--- config.mk ---
export PLATFORM = sky130hd
export DESIGN_NAME = dime_record_deframer_top
export DESIGN_NICKNAME = d
export VERILOG_FILES = /design/src/rtl/dime_rd_pkg.sv /design/src/rtl/dime_record_deframer_top.sv /design/src/rtl/dime_rd_in_reg.sv /design/src/rtl/dime_rd_parser.sv /design/src/rtl/dime_rd_out_reg.sv
export SDC_FILE = /design/constraint.sdc
export NUM_CORES = 1
export LEC_CHECK = 0
export ABC_CLOCK_PERIOD_IN_PS = 5200
export BUFFER_PORTS_ARGS = -buffer_cell sky130_fd_sc_hd__buf_2
export CORE_MARGIN = 8
export CORE_UTILIZATION = 50
export CTS_CLUSTER_DIAMETER = 30
export DETAILED_ROUTE_END_ITERATION = 6
export PLACE_DENSITY_LB_ADDON = 0.12
export SLEW_MARGIN = 0
export SYNTH_ARGS = -nofsm -noshare
export SYNTH_HDL_FRONTEND = slang
export SYNTH_SLANG_ARGS = --single-unit
--- constraint.sdc ---
create_clock -name clk_i -period 5.2 [get_ports clk_i]
set_clock_uncertainty 0.2 [all_clocks]
set_input_delay 0.78 -clock clk_i [delete_from_list [all_inputs] [get_ports clk_i]]
set_output_delay 0.78 -clock clk_i [all_outputs]
set_load 0.005 [all_outputs]
--- src/rtl/dime_rd_pkg.sv ---
package dime_rd_pkg;

  localparam int unsigned TDATA_W = 80;

  localparam logic [7:0] HDR_VER_MASK   = 8'hF8;
  localparam logic [7:0] HDR_VER        = 8'h08;
  localparam logic [7:0] HDR_TYPE_MEDIA = 8'h10;
  localparam logic [7:0] HDR_TYPE_URI   = 8'h20;

  localparam logic [3:0] HDR_IDX_FLAGS  = 4'd0;
  localparam logic [3:0] HDR_IDX_TYPE   = 4'd1;
  localparam logic [3:0] HDR_IDX_RSV0   = 4'd2;
  localparam logic [3:0] HDR_IDX_RSV1   = 4'd3;
  localparam logic [3:0] HDR_IDX_ID_HI  = 4'd4;
  localparam logic [3:0] HDR_IDX_ID_LO  = 4'd5;
  localparam logic [3:0] HDR_IDX_TY_HI  = 4'd6;
  localparam logic [3:0] HDR_IDX_TY_LO  = 4'd7;
  localparam logic [3:0] HDR_IDX_BODY   = 4'd8;
  localparam logic [3:0] HDR_IDX_LAST   = 4'd11;

  typedef enum logic [2:0] {
    PH_HEADER   = 3'd0,
    PH_ID       = 3'd1,
    PH_TYPE     = 3'd2,
    PH_BODY     = 3'd3,
    PH_PAD_ID   = 3'd4,
    PH_PAD_TYPE = 3'd5,
    PH_PAD_BODY = 3'd6,
    PH_ERROR    = 3'd7
  } phase_e;

  typedef enum logic [2:0] {
    CLS_ID      = 3'd0,
    CLS_TYPE    = 3'd1,
    CLS_BODY    = 3'd2,
    CLS_SUMMARY = 3'd3,
    CLS_ERROR   = 3'd4
  } cls_e;

  typedef struct packed {
    logic        valid;
    logic [7:0]  data_byte;
    cls_e        byte_class;
    logic        section_last;
    logic        record_flag_a;
    logic        record_flag_b;
    logic        type_is_uri;
    logic [15:0] id_length;
    logic [15:0] type_length;
    logic [31:0] body_length;
  } result_t;

endpackage

--- src/rtl/dime_record_deframer_top.sv ---
// DIME-style record header parser and deframer.
// Slave stream s_axis: one raw record byte per transfer in tdata.
// Master stream m_axis: at most one result per input byte. tuser carries
// the class (id, type, body, header summary, format error), tlast marks the
// final byte of the id, type or body section, tdata carries the byte or the
// summary fields. Header bytes before the twelfth and padding bytes give no
// transfer; a bad header byte gives one error transfer, after which all
// input is consumed and dropped until reset.
// Path: each input byte is held in an input register, then the parse logic
// writes its result into the output register.
// Throughput: one byte per cycle unless the output stalls, set by the single
// parse stage that updates the section counter and header state once per byte.
// Reset: all parse state returns to the start of a record header; both
// register stages empty. No clearing pass.
// Stall: while m_axis_tready_i is low the output register holds its
// transfer, the input register fills and s_axis_tready_o then drops;
// ready returns in the same cycle the receiver takes the result.
module dime_record_deframer_top (
  input  logic                              clk_i,
  input  logic                              rst_ni,
  input  logic                              s_axis_tvalid_i,
  output logic                              s_axis_tready_o,
  input  logic [7:0]                        s_axis_tdata_i,  // [7:0] in_byte
  output logic                              m_axis_tvalid_o,
  input  logic                              m_axis_tready_i,
  // [7:0] data_byte, [8] record_flag_a, [9] record_flag_b, [10] type_is_uri,
  // [26:11] id_length, [42:27] type_length, [74:43] body_length, [79:75] zero
  output logic [dime_rd_pkg::TDATA_W-1:0]   m_axis_tdata_o,
  output logic [2:0]                        m_axis_tuser_o,  // [2:0] byte_class
  output logic                              m_axis_tlast_o   // section_last
);

  import dime_rd_pkg::*;

  logic       advance;
  logic       in_valid;
  logic [7:0] in_byte;
  result_t    res_new;
  result_t    res_out;

  dime_rd_in_reg u_in_reg (
    .clk_i   (clk_i),
    .rst_ni  (rst_ni),
    .valid_i (s_axis_tvalid_i),
    .ready_o (s_axis_tready_o),
    .data_i  (s_axis_tdata_i),
    .take_i  (advance),
    .valid_o (in_valid),
    .data_o  (in_byte)
  );

  dime_rd_parser u_parser (
    .clk_i  (clk_i),
    .rst_ni (rst_ni),
    .step_i (in_valid && advance),
    .byte_i (in_byte),
    .res_o  (res_new)
  );

  dime_rd_out_reg u_out_reg (
    .clk_i     (clk_i),
    .rst_ni    (rst_ni),
    .res_i     (res_new),
    .advance_o (advance),
    .ready_i   (m_axis_tready_i),
    .res_o     (res_out)
  );

  assign m_axis_tvalid_o = res_out.valid;
  assign m_axis_tuser_o  = res_out.byte_class;
  assign m_axis_tlast_o  = res_out.section_last;
  assign m_axis_tdata_o  = {5'b00000, res_out.body_length, res_out.type_length,
                            res_out.id_length, res_out.type_is_uri,
                            res_out.record_flag_b, res_out.record_flag_a,
                            res_out.data_byte};

  // nothing follows an error transfer
  a_err_final: assert property (@(posedge clk_i) disable iff (!rst_ni)
    m_axis_tvalid_o && m_axis_tready_i && m_axis_tuser_o == CLS_ERROR
    |=> !m_axis_tvalid_o)
    else $error("result after format error");

  a_last_class: assert property (@(posedge clk_i) disable iff (!rst_ni)
    m_axis_tvalid_o && m_axis_tlast_o
    |-> m_axis_tuser_o == CLS_ID || m_axis_tuser_o == CLS_TYPE ||
        m_axis_tuser_o == CLS_BODY)
    else $error("tlast on summary or error");

  a_ready_free: assert property (@(posedge clk_i) disable iff (!rst_ni)
    !m_axis_tvalid_o |-> s_axis_tready_o)
    else $error("input stalled with empty output");

endmodule

--- src/rtl/dime_rd_in_reg.sv ---
module dime_rd_in_reg (
  input  logic       clk_i,
  input  logic       rst_ni,
  input  logic       valid_i,
  output logic       ready_o,
  input  logic [7:0] data_i,
  input  logic       take_i,
  output logic       valid_o,
  output logic [7:0] data_o
);

  logic       valid_q;
  logic       valid_d;
  logic [7:0] data_q;

  assign ready_o = !valid_q || take_i;

  always_comb begin
    valid_d = valid_q;
    if (ready_o) begin
      valid_d = valid_i;
    end
  end

  always_ff @(posedge clk_i or negedge rst_ni) begin
    if (!rst_ni) begin
      valid_q <= 1'b0;
    end else begin
      valid_q <= valid_d;
    end
  end

  always_ff @(posedge clk_i) begin
    if (ready_o && valid_i) begin
      data_q <= data_i;
    end
  end

  assign valid_o = valid_q;
  assign data_o  = data_q;

endmodule

--- src/rtl/dime_rd_parser.sv ---
module dime_rd_parser (
  input  logic                 clk_i,
  input  logic                 rst_ni,
  input  logic                 step_i,
  input  logic [7:0]           byte_i,
  output dime_rd_pkg::result_t res_o
);

  import dime_rd_pkg::*;

  typedef struct packed {
    phase_e      phase;
    logic [31:0] rem;
  } sect_t;

  phase_e      phase_q, phase_d;
  logic [3:0]  idx_q, idx_d;
  logic [15:0] id_q, id_d;
  logic [15:0] ty_q, ty_d;
  logic [31:0] body_q, body_d;
  logic [2:0]  flags_q, flags_d;
  logic [31:0] rem_q, rem_d;
  logic [1:0]  pad_q, pad_d;

  logic        hdr_bad;
  logic [31:0] body_new;
  logic [1:0]  sec;
  logic [1:0]  pad_sec;
  logic [31:0] sec_len;
  logic [31:0] rem_dec;
  logic [1:0]  pad_dec;
  logic [1:0]  pad_need;

  // first non-empty section at or after s; header when none is left
  function automatic sect_t start_sec(input logic [1:0] s, input logic [15:0] id_len,
                                      input logic [15:0] ty_len, input logic [31:0] bd_len);
    sect_t r;
    r.phase = PH_HEADER;
    r.rem   = '0;
    if (s == 2'd0 && id_len != '0) begin
      r.phase = PH_ID;
      r.rem   = {16'h0000, id_len};
    end else if (s <= 2'd1 && ty_len != '0) begin
      r.phase = PH_TYPE;
      r.rem   = {16'h0000, ty_len};
    end else if (s <= 2'd2 && bd_len != '0) begin
      r.phase = PH_BODY;
      r.rem   = bd_len;
    end
    return r;
  endfunction

  assign body_new = {body_q[23:0], byte_i};
  assign sec      = 2'(phase_q - PH_ID);
  assign pad_sec  = 2'(phase_q - PH_PAD_ID);
  assign rem_dec  = rem_q - 32'd1;
  assign pad_dec  = pad_q - 2'd1;
  assign pad_need = 2'(~sec_len[1:0]) + 2'd1;

  always_comb begin
    unique case (sec)
      2'd0:    sec_len = {16'h0000, id_q};
      2'd1:    sec_len = {16'h0000, ty_q};
      default: sec_len = body_q;
    endcase
  end

  always_comb begin
    unique case (idx_q)
      HDR_IDX_FLAGS: hdr_bad = (byte_i & HDR_VER_MASK) != HDR_VER;
      HDR_IDX_TYPE:  hdr_bad = byte_i != HDR_TYPE_MEDIA && byte_i != HDR_TYPE_URI;
      HDR_IDX_RSV0,
      HDR_IDX_RSV1:  hdr_bad = byte_i != 8'h00;
      default:       hdr_bad = 1'b0;
    endcase
  end

  // next state
  always_comb begin
    sect_t nxt;
    phase_d = phase_q;
    idx_d   = idx_q;
    id_d    = id_q;
    ty_d    = ty_q;
    body_d  = body_q;
    flags_d = flags_q;
    rem_d   = rem_q;
    pad_d   = pad_q;
    nxt     = start_sec(2'd0, id_q, ty_q, body_new);
    if (step_i) begin
      unique case (phase_q)
        PH_HEADER: begin
          unique case (idx_q)
            HDR_IDX_FLAGS: flags_d = {1'b0, byte_i[1], byte_i[2]};
            HDR_IDX_TYPE: begin
              if (byte_i == HDR_TYPE_URI) begin
                flags_d = flags_q | 3'b100;
              end
            end
            HDR_IDX_RSV0, HDR_IDX_RSV1: ;
            HDR_IDX_ID_HI: id_d   = {byte_i, 8'h00};
            HDR_IDX_ID_LO: id_d   = {id_q[15:8], byte_i};
            HDR_IDX_TY_HI: ty_d   = {byte_i, 8'h00};
            HDR_IDX_TY_LO: ty_d   = {ty_q[15:8], byte_i};
            HDR_IDX_BODY:  body_d = {24'h000000, byte_i};
            default:       body_d = body_new;
          endcase
          if (hdr_bad) begin
            phase_d = PH_ERROR;
            idx_d   = '0;
          end else if (idx_q >= HDR_IDX_LAST) begin
            idx_d   = '0;
            nxt     = start_sec(2'd0, id_q, ty_q, body_new);
            phase_d = nxt.phase;
            rem_d   = nxt.rem;
          end else begin
            idx_d = idx_q + 4'd1;
          end
        end
        PH_ID, PH_TYPE, PH_BODY: begin
          rem_d = rem_dec;
          if (rem_dec == '0) begin
            if (pad_need != 2'd0) begin
              phase_d = phase_e'(PH_PAD_ID + {1'b0, sec});
              pad_d   = pad_need;
            end else begin
              nxt     = start_sec(sec + 2'd1, id_q, ty_q, body_q);
              phase_d = nxt.phase;
              rem_d   = nxt.rem;
            end
          end
        end
        PH_PAD_ID, PH_PAD_TYPE, PH_PAD_BODY: begin
          pad_d = pad_dec;
          if (pad_dec == 2'd0) begin
            nxt     = start_sec(pad_sec + 2'd1, id_q, ty_q, body_q);
            phase_d = nxt.phase;
            rem_d   = nxt.rem;
          end
        end
        default: ;
      endcase
    end
  end

  // result
  always_comb begin
    res_o = '0;
    if (step_i) begin
      unique case (phase_q)
        PH_HEADER: begin
          if (hdr_bad) begin
            res_o.valid      = 1'b1;
            res_o.byte_class = CLS_ERROR;
          end else if (idx_q >= HDR_IDX_LAST) begin
            res_o.valid         = 1'b1;
            res_o.byte_class    = CLS_SUMMARY;
            res_o.record_flag_a = flags_q[0];
            res_o.record_flag_b = flags_q[1];
            res_o.type_is_uri   = flags_q[2];
            res_o.id_length     = id_q;
            res_o.type_length   = ty_q;
            res_o.body_length   = body_new;
          end
        end
        PH_ID, PH_TYPE, PH_BODY: begin
          res_o.valid        = 1'b1;
          res_o.data_byte    = byte_i;
          res_o.byte_class   = cls_e'({1'b0, sec});
          res_o.section_last = rem_dec == '0;
        end
        default: ;
      endcase
    end
  end

  always_ff @(posedge clk_i or negedge rst_ni) begin
    if (!rst_ni) begin
      phase_q <= PH_HEADER;
      idx_q   <= '0;
      id_q    <= '0;
      ty_q    <= '0;
      body_q  <= '0;
      flags_q <= '0;
      rem_q   <= '0;
      pad_q   <= '0;
    end else begin
      phase_q <= phase_d;
      idx_q   <= idx_d;
      id_q    <= id_d;
      ty_q    <= ty_d;
      body_q  <= body_d;
      flags_q <= flags_d;
      rem_q   <= rem_d;
      pad_q   <= pad_d;
    end
  end

endmodule

--- src/rtl/dime_rd_out_reg.sv ---
module dime_rd_out_reg (
  input  logic                 clk_i,
  input  logic                 rst_ni,
  input  dime_rd_pkg::result_t res_i,
  output logic                 advance_o,
  input  logic                 ready_i,
  output dime_rd_pkg::result_t res_o
);

  import dime_rd_pkg::*;

  logic    valid_q, valid_d;
  result_t res_q;

  assign advance_o = !valid_q || ready_i;

  always_comb begin
    valid_d = valid_q;
    if (advance_o) begin
      valid_d = res_i.valid;
    end
  end

  always_ff @(posedge clk_i or negedge rst_ni) begin
    if (!rst_ni) begin
      valid_q <= 1'b0;
    end else begin
      valid_q <= valid_d;
    end
  end

  always_ff @(posedge clk_i) begin
    if (advance_o && res_i.valid) begin
      res_q <= res_i;
    end
  end

  always_comb begin
    res_o       = res_q;
    res_o.valid = valid_q;
  end

endmodule

[Yosys cells after proc, flatten, opt, wreduce, memory -nomap -nowiden]
Index checks and enable logic that the tools add are counted.
Cells by class
  add/sub/neg operators: 9
  multipliers: 0
  div/mod/pow operators: 0
  $lt $le $gt $ge: 5
  equality and inequality tests: 26
  shifts and indexed selects: 0
  muxes and demuxes: 45
  bitwise gates (word level): 8
  reductions and logical operators: 49
Operator list (number)
  34-bit 2-to-1 mux: 6
  67-bit 2-to-1 mux: 3
  32-bit 2-to-1 mux: 5
  35-bit 2-to-1 mux: 3
  32-bit case mux with 3 select lines: 1
  80-bit 2-to-1 mux: 1
  16-bit case mux with 2 select lines: 2
  32-bit case mux with 2 select lines: 1
  32-bit nonzero test: 2
  32-bit zero test: 1
  16-bit nonzero test: 2
  32-bit by 1-bit subtractor with 32-bit output, second input constant: 1
  3-bit 2-to-1 mux: 7
  4-bit AND reduction: 5
  4-bit by 3-bit == test with 1-bit output, second input constant: 4
  3-bit case mux with 2 select lines: 2
  1-bit logical AND: 10
  2-bit by 1-bit != test with 1-bit output, second input constant: 5
  5-bit AND reduction: 2
  2-bit nonzero test: 5
  3-bit == test, second input constant: 3
  3-bit case mux with 3 select lines: 1
  3-bit AND reduction: 3
  4-bit by 2-bit == test with 1-bit output, second input constant: 2
  other kinds (39): 65
Storage, ports and cells
  register bits: 197
  latch bits: 0
  bits in writable memories: 0
  bits in read-only memories: 0
  input bits: 12
  output and inout bits: 86
  logic and storage cells: 165
  memories kept: 0

[Longest topological paths before layout]
Gate-level depths: netlist of the first run.
  depth in word-level cells: 10
  mapped depth: 13

[Hierarchy]
Synthesis of the first run repeated with hierarchy kept, for this count alone.
Unflattened totals
  cells, all modules: 1066
  area, all modules: 10809.1 um^2
By module, submodules not included
  dime_rd_parser: instances 1, cells an instance 963, area an instance 8034.0 um^2, seq. area each 2702.6 um^2
  dime_rd_out_reg: instances 1, cells an instance 84, area an instance 2433.6 um^2, seq. area each 2397.3 um^2
  dime_rd_in_reg: instances 1, cells an instance 12, area an instance 294.0 um^2, seq. area each 265.3 um^2
  dime_record_deframer_top: instances 1, cells an instance 7, area an instance 47.5 um^2, seq. area each 0.0 um^2

[Least setup slack after synthesis of the first run]
Ideal clock, no wire load.
  path kind: register to register
  from: register u_parser.rem_q[0]
  to: register u_parser.rem_q[1]
  setup time: 0.076 ns
  arrival time: 3.872 ns
  setup slack: 1.051 ns
  cell stages (with the launch flop): 12
  period minus slack after synthesis: 4.149 ns
  cell sequence: dfrtp_1 inv_1 ha_1 or3b_1 buf_2 or4_1 o31a_1 or4_1 or4_4 nor3b_4 mux2_2 o21ai_1
Between the ends
  longest elaborated chain between the ends: 4
RTL lines
  from (decl): line dime_rd_parser.sv:22  | logic [31:0] rem_q, rem_d;
  from (signal assigned): line dime_rd_parser.sv:194  | rem_q <= rem_d;
  32-bit by 1-bit subtractor with 32-bit output *: line dime_rd_parser.sv:56  | assign rem_dec = rem_q - 32'd1;
  32-bit zero test or 32-bit 2-to-1 mux (tied branches): line dime_rd_parser.sv:122, dime_rd_parser.sv:123
  32-bit 2-to-1 mux *: line dime_rd_parser.sv:122  | if (rem_dec == '0) begin
  32-bit case mux with 3 select lines *: line dime_rd_parser.sv:91  | unique case (phase_q)
Every way passes the cells marked *; elsewhere a longest branch is shown, timed or not.
A chain may end at the register's enable or synchronous reset.

[Worst setup path in the final report of the first run]
Same ends and word-level chain as after synthesis.

==> impl_metrics.json, run 1 <==
{
  "post_synth_top_area_share_pct": 25.6,
  "clock_path_buffers": 2,
  "cp_max_fo": 9,
  "clock_tree_from_tritoncts": "yes",
  "grt.total_usage_pct": 26.0,
  "drt.antenna.violating_nets": 0,
  "hold_path_class": "input port to asynchronous set/reset pin",
  "postSynthCellCount": 1096,
  "maximum_clock_frequency_mhz": 224,
  "drt-wirelength-per-cell_um": 24.1,
  "areal_power_density_over_the_cells_mw_per_mm2": 644,
  "gr-total-overflow": 0,
  "remaining_drc_errors": 0,
  "reg2reg_setup_slack_ns": 0.73,
  "number_of_buffers_inserted_to_repair_setup_after_cts": 0,
  "crit_path_capture_type": "register",
  "yosysWarningCount": 0,
  "post-synth-top-area-cell": "dfrtp_1",
  "clk_transition_reported_paths_ns": 0.08,
  "async_flop_share_pct": 55.8,
  "relSlewSlack_pct": 32.6,
  "final_layout_size_suffix_gt1_share_pct": 16.8,
  "hpwl_mm": 23.8,
  "final_clock_period_utilization_by_the_worst_path_pct": 86.0,
  "place.gp.congestion": 0.960,
  "start_kind": "register",
  "setup.worst_path.class": "register to register",
  "hold_buffers_post_cts": 0,
  "timing_hold_violations_final": 0,
  "initial_core_util_pct": 51.0,
  "ys_seq_area_share_pct": 49.9,
  "drt_first_pass_iters": 5,
  "worst-r2r-cell-count": 10,
  "worstSkewPairLatency_ns": 0.46,
  "n_antenna_cell": 0,
  "detail_route.vias_per_cell": 6.58,
  "post_dp_cell_area_mm2": 0.0114,
  "register_bit_count_reported_by_yosys": 197,
  "status": "complete, no violations",
  "synthesis.area_mm2": 0.0108,
  "clockRootBuffer": "clkbuf_16",
  "final_max_slew_viol_count": 0,
  "grt_start_max_net_pins": 81,
  "top_ports": 98,
  "worstMarginPinSlew_ns": 1.00,
  "io_buffer_count": 92,
  "post_cts_resize_count": 0,
  "yosys.cell_types.count": 76,
  "vdd_drop_max_v": 0.000467,
  "antenna_violations_before_repair": 2,
  "row_count": 53,
  "postSynthAreaPerCell_um2": 9.82,
  "area_growth_syn_to_layout_pct": 12.2,
  "floorplan.die.height_um": 163,
  "clock_tree.htree_level_count": 4,
  "worst-endpoint-arrival_ns": 4.65,
  "final_common_cell": "nand2_1",
  "fp.coreArea_mm2": 0.0211,
  "die_area_mm2": 0.0265,
  "layout.cell_area.non_filler_mm2": 0.0121,
  "cap_viol_max_count": 0,
  "chipWidth_um": 163,
  "clock_sink_count": 197,
  "drt_iter0_drc": 1144,
  "grt_pass1_vias": 8969,
  "wire_length_of_the_first_global_routing_pass_mm": 53.1,
  "synthFlopType": "dfrtp_1",
  "synth_edf_count": 87,
  "route.vias.total": 9418,
  "cellLeakagePower_nw": 4.98,
  "critical_path.reg2reg.endpoint": "u_parser.rem_q[1]$_DFFE_PN0P_",
  "finalWorstPathRequiredPeriod_ns": 4.47,
  "rr_startpoint": "u_parser.rem_q[0]$_DFFE_PN0P_",
  "worst_ep_required_time_ns": 5.38,
  "post-layout-total-power_mw": 7.77,
  "setup_repair_after_global_routing_missed_its_margin": "false",
  "synthTopCellsByArea": "dfrtp_1 (26%), edfxtp_1 (24%), and3_1 (4.3%)",
  "fin_setup_tns_ns": 0,
  "final_net_count": 1169,
  "cts_buffers": 17,
  "setup_viol": 0,
  "mostFrequentLayoutCells": "nand2_1 (111), dfrtp_1 (110), buf_2 (91), edfxtp_1 (87), o21ai_0 (85)",
  "finalWirelength_mm": 34.5
}
==> layer usage <==
layer | track usage (%) | part of all wire [%] | vias up | wire [um]
met5 | 0 | 0 | - | 0
li1 | - | - | 4277 | -
met2 | 37.5 | 44 | 515 | 15100
met4 | 12.2 | 3.9 | 0 | 1350
met3 | 7.31 | 9.7 | 95 | 3360
met1 | 35.4 | 43 | 4531 | 14800
==> cell type report <==
class | instances | area, um^2
Clock inverter | 14 | 188
Clock buffer | 18 | 439
Inverter | 20 | 75.1
Sequential cell | 197 | 5370
Fill cell | 1884 | 9020
Timing Repair Buffer | 114 | 628
Multi-Input combinational cell | 793 | 5030
Tap cell | 275 | 344
==> cells by family after synthesis <==
group | count (synthesis) | synth area share (%)
and+or+nand+nor | 425 | 21.1
buffers and inverters | 110 | 4.11
muxes | 32 | 3.30
xor gates and xnor gates | 13 | 1.06
AOI/OAI and AO/OA | 304 | 18.9
other | 1 | 0.0349
adders and majority gates | 14 | 1.63
DFF | 197 | 49.9
==> flip-flops by register name (all words and copies together), names as in the netlist, 4 cells and up <==
signal           count
u_in_reg.data_o      8
u_out_reg.res_o     79
u_parser.body_q     32
u_parser.id_q       16
u_parser.idx_q       4
u_parser.rem_q      32
u_parser.ty_q       16
==> critical path, stage by stage, from the launching register on <==
cell	delay (ns)
dfrtp_1	0.45
inv_1	0.12
ha_1	0.24
or3b_1	0.43
or4_1	0.51
o31a_1	0.31
or4_1	0.56
or4_4	0.61
nor3b_4	0.48
mux2_2	0.39
o21ai_1	0.11
==> metrics by stage <==
| stage | std cells | hold WS [ns] | setup slack, ns | util, % |
|---|---|---|---|---|
| 3_3_place_gp | 1399 | 0.281 | 0.833 | 54.2 |
| 3_5_place_dp | 1399 | 0.291 | 0.802 | 54.2 |
| 5_1_grt | 1431 | 0.278 | 0.579 | 57.2 |
| 4_1_cts | 1431 | 0.282 | 0.773 | 57.2 |
| 6_report | 1431 | 0.265 | 0.728 | 57.2 |
| 2_1_floorplan | 1100 | 0.272 | 1.05 | - |
==> how the worst max path moves through the flow <==
stage	from	end
2_1_floorplan	u_parser.rem_q[0]$_DFFE_PN0P_	u_parser.rem_q[1]$_DFFE_PN0P_
3_3_place_gp	u_parser.rem_q[0]$_DFFE_PN0P_	u_parser.rem_q[1]$_DFFE_PN0P_
3_5_place_dp	u_parser.rem_q[0]$_DFFE_PN0P_	u_parser.rem_q[1]$_DFFE_PN0P_
4_1_cts	u_parser.rem_q[0]$_DFFE_PN0P_	u_parser.rem_q[1]$_DFFE_PN0P_
5_1_grt	u_parser.rem_q[0]$_DFFE_PN0P_	u_parser.rem_q[0]$_DFFE_PN0P_
6_report	u_parser.rem_q[0]$_DFFE_PN0P_	u_parser.rem_q[1]$_DFFE_PN0P_
==> cell usage after synthesis, drive strengths merged, types with 9 or more instances <==
cell type and n:
nand2 111, nand4 15, o211ai 10, a31oi 15, a221o 9, and2 12, a21oi 50, a211oi 9
a22o 12, inv 20, ha 14, or3 9, or4 21, buf 14, mux2 28, a221oi 21
nor2 67, clkbuf 76, nor3 28, nor4 34, nand3 11, o22ai 16, a211o 12, dfrtp 110
and3 74, edfxtp 87, o21ai 91
==> power by group <==
group	total, mW	leakage (nW)	switching (mW)	internal (mW)
Clock	1.40	0.303	0.722	0.678
Combinational	3.66	2.41	2.35	1.32
Sequential	2.71	2.28	0.591	2.12
(Power assumes the default switching activity.)
==> run 2: changes to the inputs <==
--- a/config.mk
+++ b/config.mk
@@ -7,6 +7,7 @@
 export LEC_CHECK = 0
 export ABC_CLOCK_PERIOD_IN_PS = 5200
 export BUFFER_PORTS_ARGS = -buffer_cell sky130_fd_sc_hd__buf_2
+export CORE_ASPECT_RATIO = 1.2
 export CORE_MARGIN = 8
 export CORE_UTILIZATION = 50
 export CTS_CLUSTER_DIAMETER = 30
==> impl_metrics.json, run 2 (synthesis results as in run 1) <==
{
  "status": "complete, no violations",
  "finalWorstPathRequiredPeriod_ns": 4.43,
  "cap_viol_max_count": 0,
  "final_max_slew_viol_count": 0,
  "critical_path.reg2reg.endpoint": "u_parser.rem_q[1]$_DFFE_PN0P_",
  "drt_iter0_drc": 1057,
  "grt_pass1_vias": 9201,
  "areal_power_density_over_the_cells_mw_per_mm2": 646,
  "post_cts_resize_count": 0,
  "setup_viol": 0,
  "internal_power_mw": 4.11,
  "floorplan.die.height_um": 177,
  "drt.antenna.violating_nets": 0,
  "clock_tree_from_tritoncts": "yes",
  "chipWidth_um": 150,
  "fin_setup_tns_ns": 0,
  "top_ports": 98,
  "die_area_mm2": 0.0265,
  "n_antenna_cell": 0,
  "start_kind": "register",
  "route.vias.total": 9456,
  "power.share.switching_pct": 47.3,
  "dp_cells": 1403,
  "mostFrequentLayoutCells": "nand2_1 (111), dfrtp_1 (110), buf_2 (91), edfxtp_1 (87), o21ai_0 (85)",
  "sw_power_mw": 3.69,
  "number_of_buffers_inserted_to_repair_setup_after_cts": 0,
  "detail_route.vias_per_cell": 6.59,
  "clock_tree.htree_level_count": 4,
  "hold_buffers_post_cts": 0,
  "timing_hold_violations_final": 0,
  "final_layout_size_suffix_gt1_share_pct": 17.1,
  "final_common_cell": "nand2_1",
  "cellLeakagePower_nw": 4.99,
  "worst-r2r-cell-count": 10,
  "cp_max_fo": 9,
  "remaining_drc_errors": 0,
  "clockPowerShare_pct": 17.2,
  "timing.final.ws_setup_ns": 0.768,
  "antenna_violations_before_repair": 0,
  "largest_register_ff_count": 79,
  "worstMarginPinSlew_ns": 1.19,
  "hpwl_mm": 25.3,
  "crit_path_capture_type": "register",
  "critical_path.startpoint": "u_parser.rem_q[0]$_DFFE_PN0P_",
  "worst-endpoint-arrival_ns": 4.61,
  "post-layout-total-power_mw": 7.80,
  "clockRootBuffer": "clkbuf_16",
  "dp_slack_ns": 0.811,
  "drt-wirelength-per-cell_um": 25.1,
  "place.gp.congestion": 0.955,
  "rr_startpoint": "u_parser.rem_q[0]$_DFFE_PN0P_",
  "fp.coreArea_mm2": 0.0214,
  "initial_core_util_pct": 50.3,
  "grt_start_max_net_pins": 65,
  "setup.worst_path.class": "register to register",
  "worst_ep_required_time_ns": 5.38,
  "power_frac_comb_pct": 48.2,
  "io_buffer_count": 92,
  "hold_path_class": "input port to asynchronous set/reset pin",
  "vdd_drop_max_v": 0.000376,
  "pwr-share-seq_pct": 34.7,
  "row_count": 59,
  "final_clock_period_utilization_by_the_worst_path_pct": 85.2,
  "reg2reg_setup_slack_ns": 0.77,
  "finalWirelength_mm": 36.0,
  "wire_length_of_the_first_global_routing_pass_mm": 56.0,
  "cts_buffers": 17,
  "clock_sink_count": 197,
  "stdcell_count": 1435,
  "grt.total_usage_pct": 27.6,
  "gr-total-overflow": 0,
  "clk_transition_reported_paths_ns": 0.08,
  "drt_first_pass_iters": 6,
  "setup_repair_after_global_routing_missed_its_margin": "false",
  "area_growth_syn_to_layout_pct": 12.1,
  "maximum_clock_frequency_mhz": 226,
  "relSlewSlack_pct": 20.5,
  "clock_path_buffers": 2,
  "worstSkewPairLatency_ns": 0.45,
  "final_net_count": 1174
}
## run 2: power by group through the flow
stage | clock [mW] | combinational [mW] | sequential [mW]
after global routing | 1.40 | 4.07 | 2.75
after global placement | 0 | 3.65 | 2.70
after CTS | 1.34 | 3.67 | 2.68
final | 1.34 | 3.76 | 2.70
after detailed placement | 0 | 3.65 | 2.70
after floorplan | 0 | 2.49 | 2.47
## run 2: per-layer routing
metal	track usage, %	vias to the layer above	wire, um
li1	-	4284	-
met3	4.71	89	2090
met1	35.6	4681	14900
met5	0	-	0
met4	12.8	0	1500
met2	44.7	402	17500
## run 2: final cells by class
class | count | area, um^2
clock buffers | 18 | 429
clock inverters | 14 | 155
fillers | 1907 | 9340
inverters | 20 | 75.1
multi-input cells | 793 | 5030
flip-flops and latches | 197 | 5370
well taps | 274 | 343
repair buffers | 119 | 666
## run 2: how the worst max path moves through the flow
stage | slack (ns) | end
after global routing | 0.44 | u_parser.rem_q[29]$_DFFE_PN0P_
after floorplan | 1.05 | u_parser.rem_q[1]$_DFFE_PN0P_
after CTS | 0.78 | u_parser.rem_q[1]$_DFFE_PN0P_
after detailed placement | 0.81 | u_parser.rem_q[1]$_DFFE_PN0P_
final | 0.77 | u_parser.rem_q[1]$_DFFE_PN0P_
after global placement | 0.84 | u_parser.rem_q[1]$_DFFE_PN0P_
## run 2: stage by stage
| step | utilization [%] | hold WS [ns] | area [um^2] |
|---|---|---|---|
| after global placement | 53.6 | 0.285 | 11500 |
| after CTS | 56.4 | 0.119 | 12100 |
| after global routing | 56.4 | 0.135 | 12100 |
| after floorplan | - | 0.272 | 10800 |
| final | 56.4 | 0.100 | 12100 |
| after detailed placement | 53.6 | 0.292 | 11500 |
## run 2: critical path, cell delays in order (launching register included)
cell	delay (ns)
dfrtp_1	0.44
inv_1	0.13
ha_1	0.24
or3b_1	0.40
or4_1	0.50
o31a_1	0.32
or4_1	0.54
or4_4	0.61
nor3b_4	0.48
mux2_2	0.39
o21ai_1	0.11
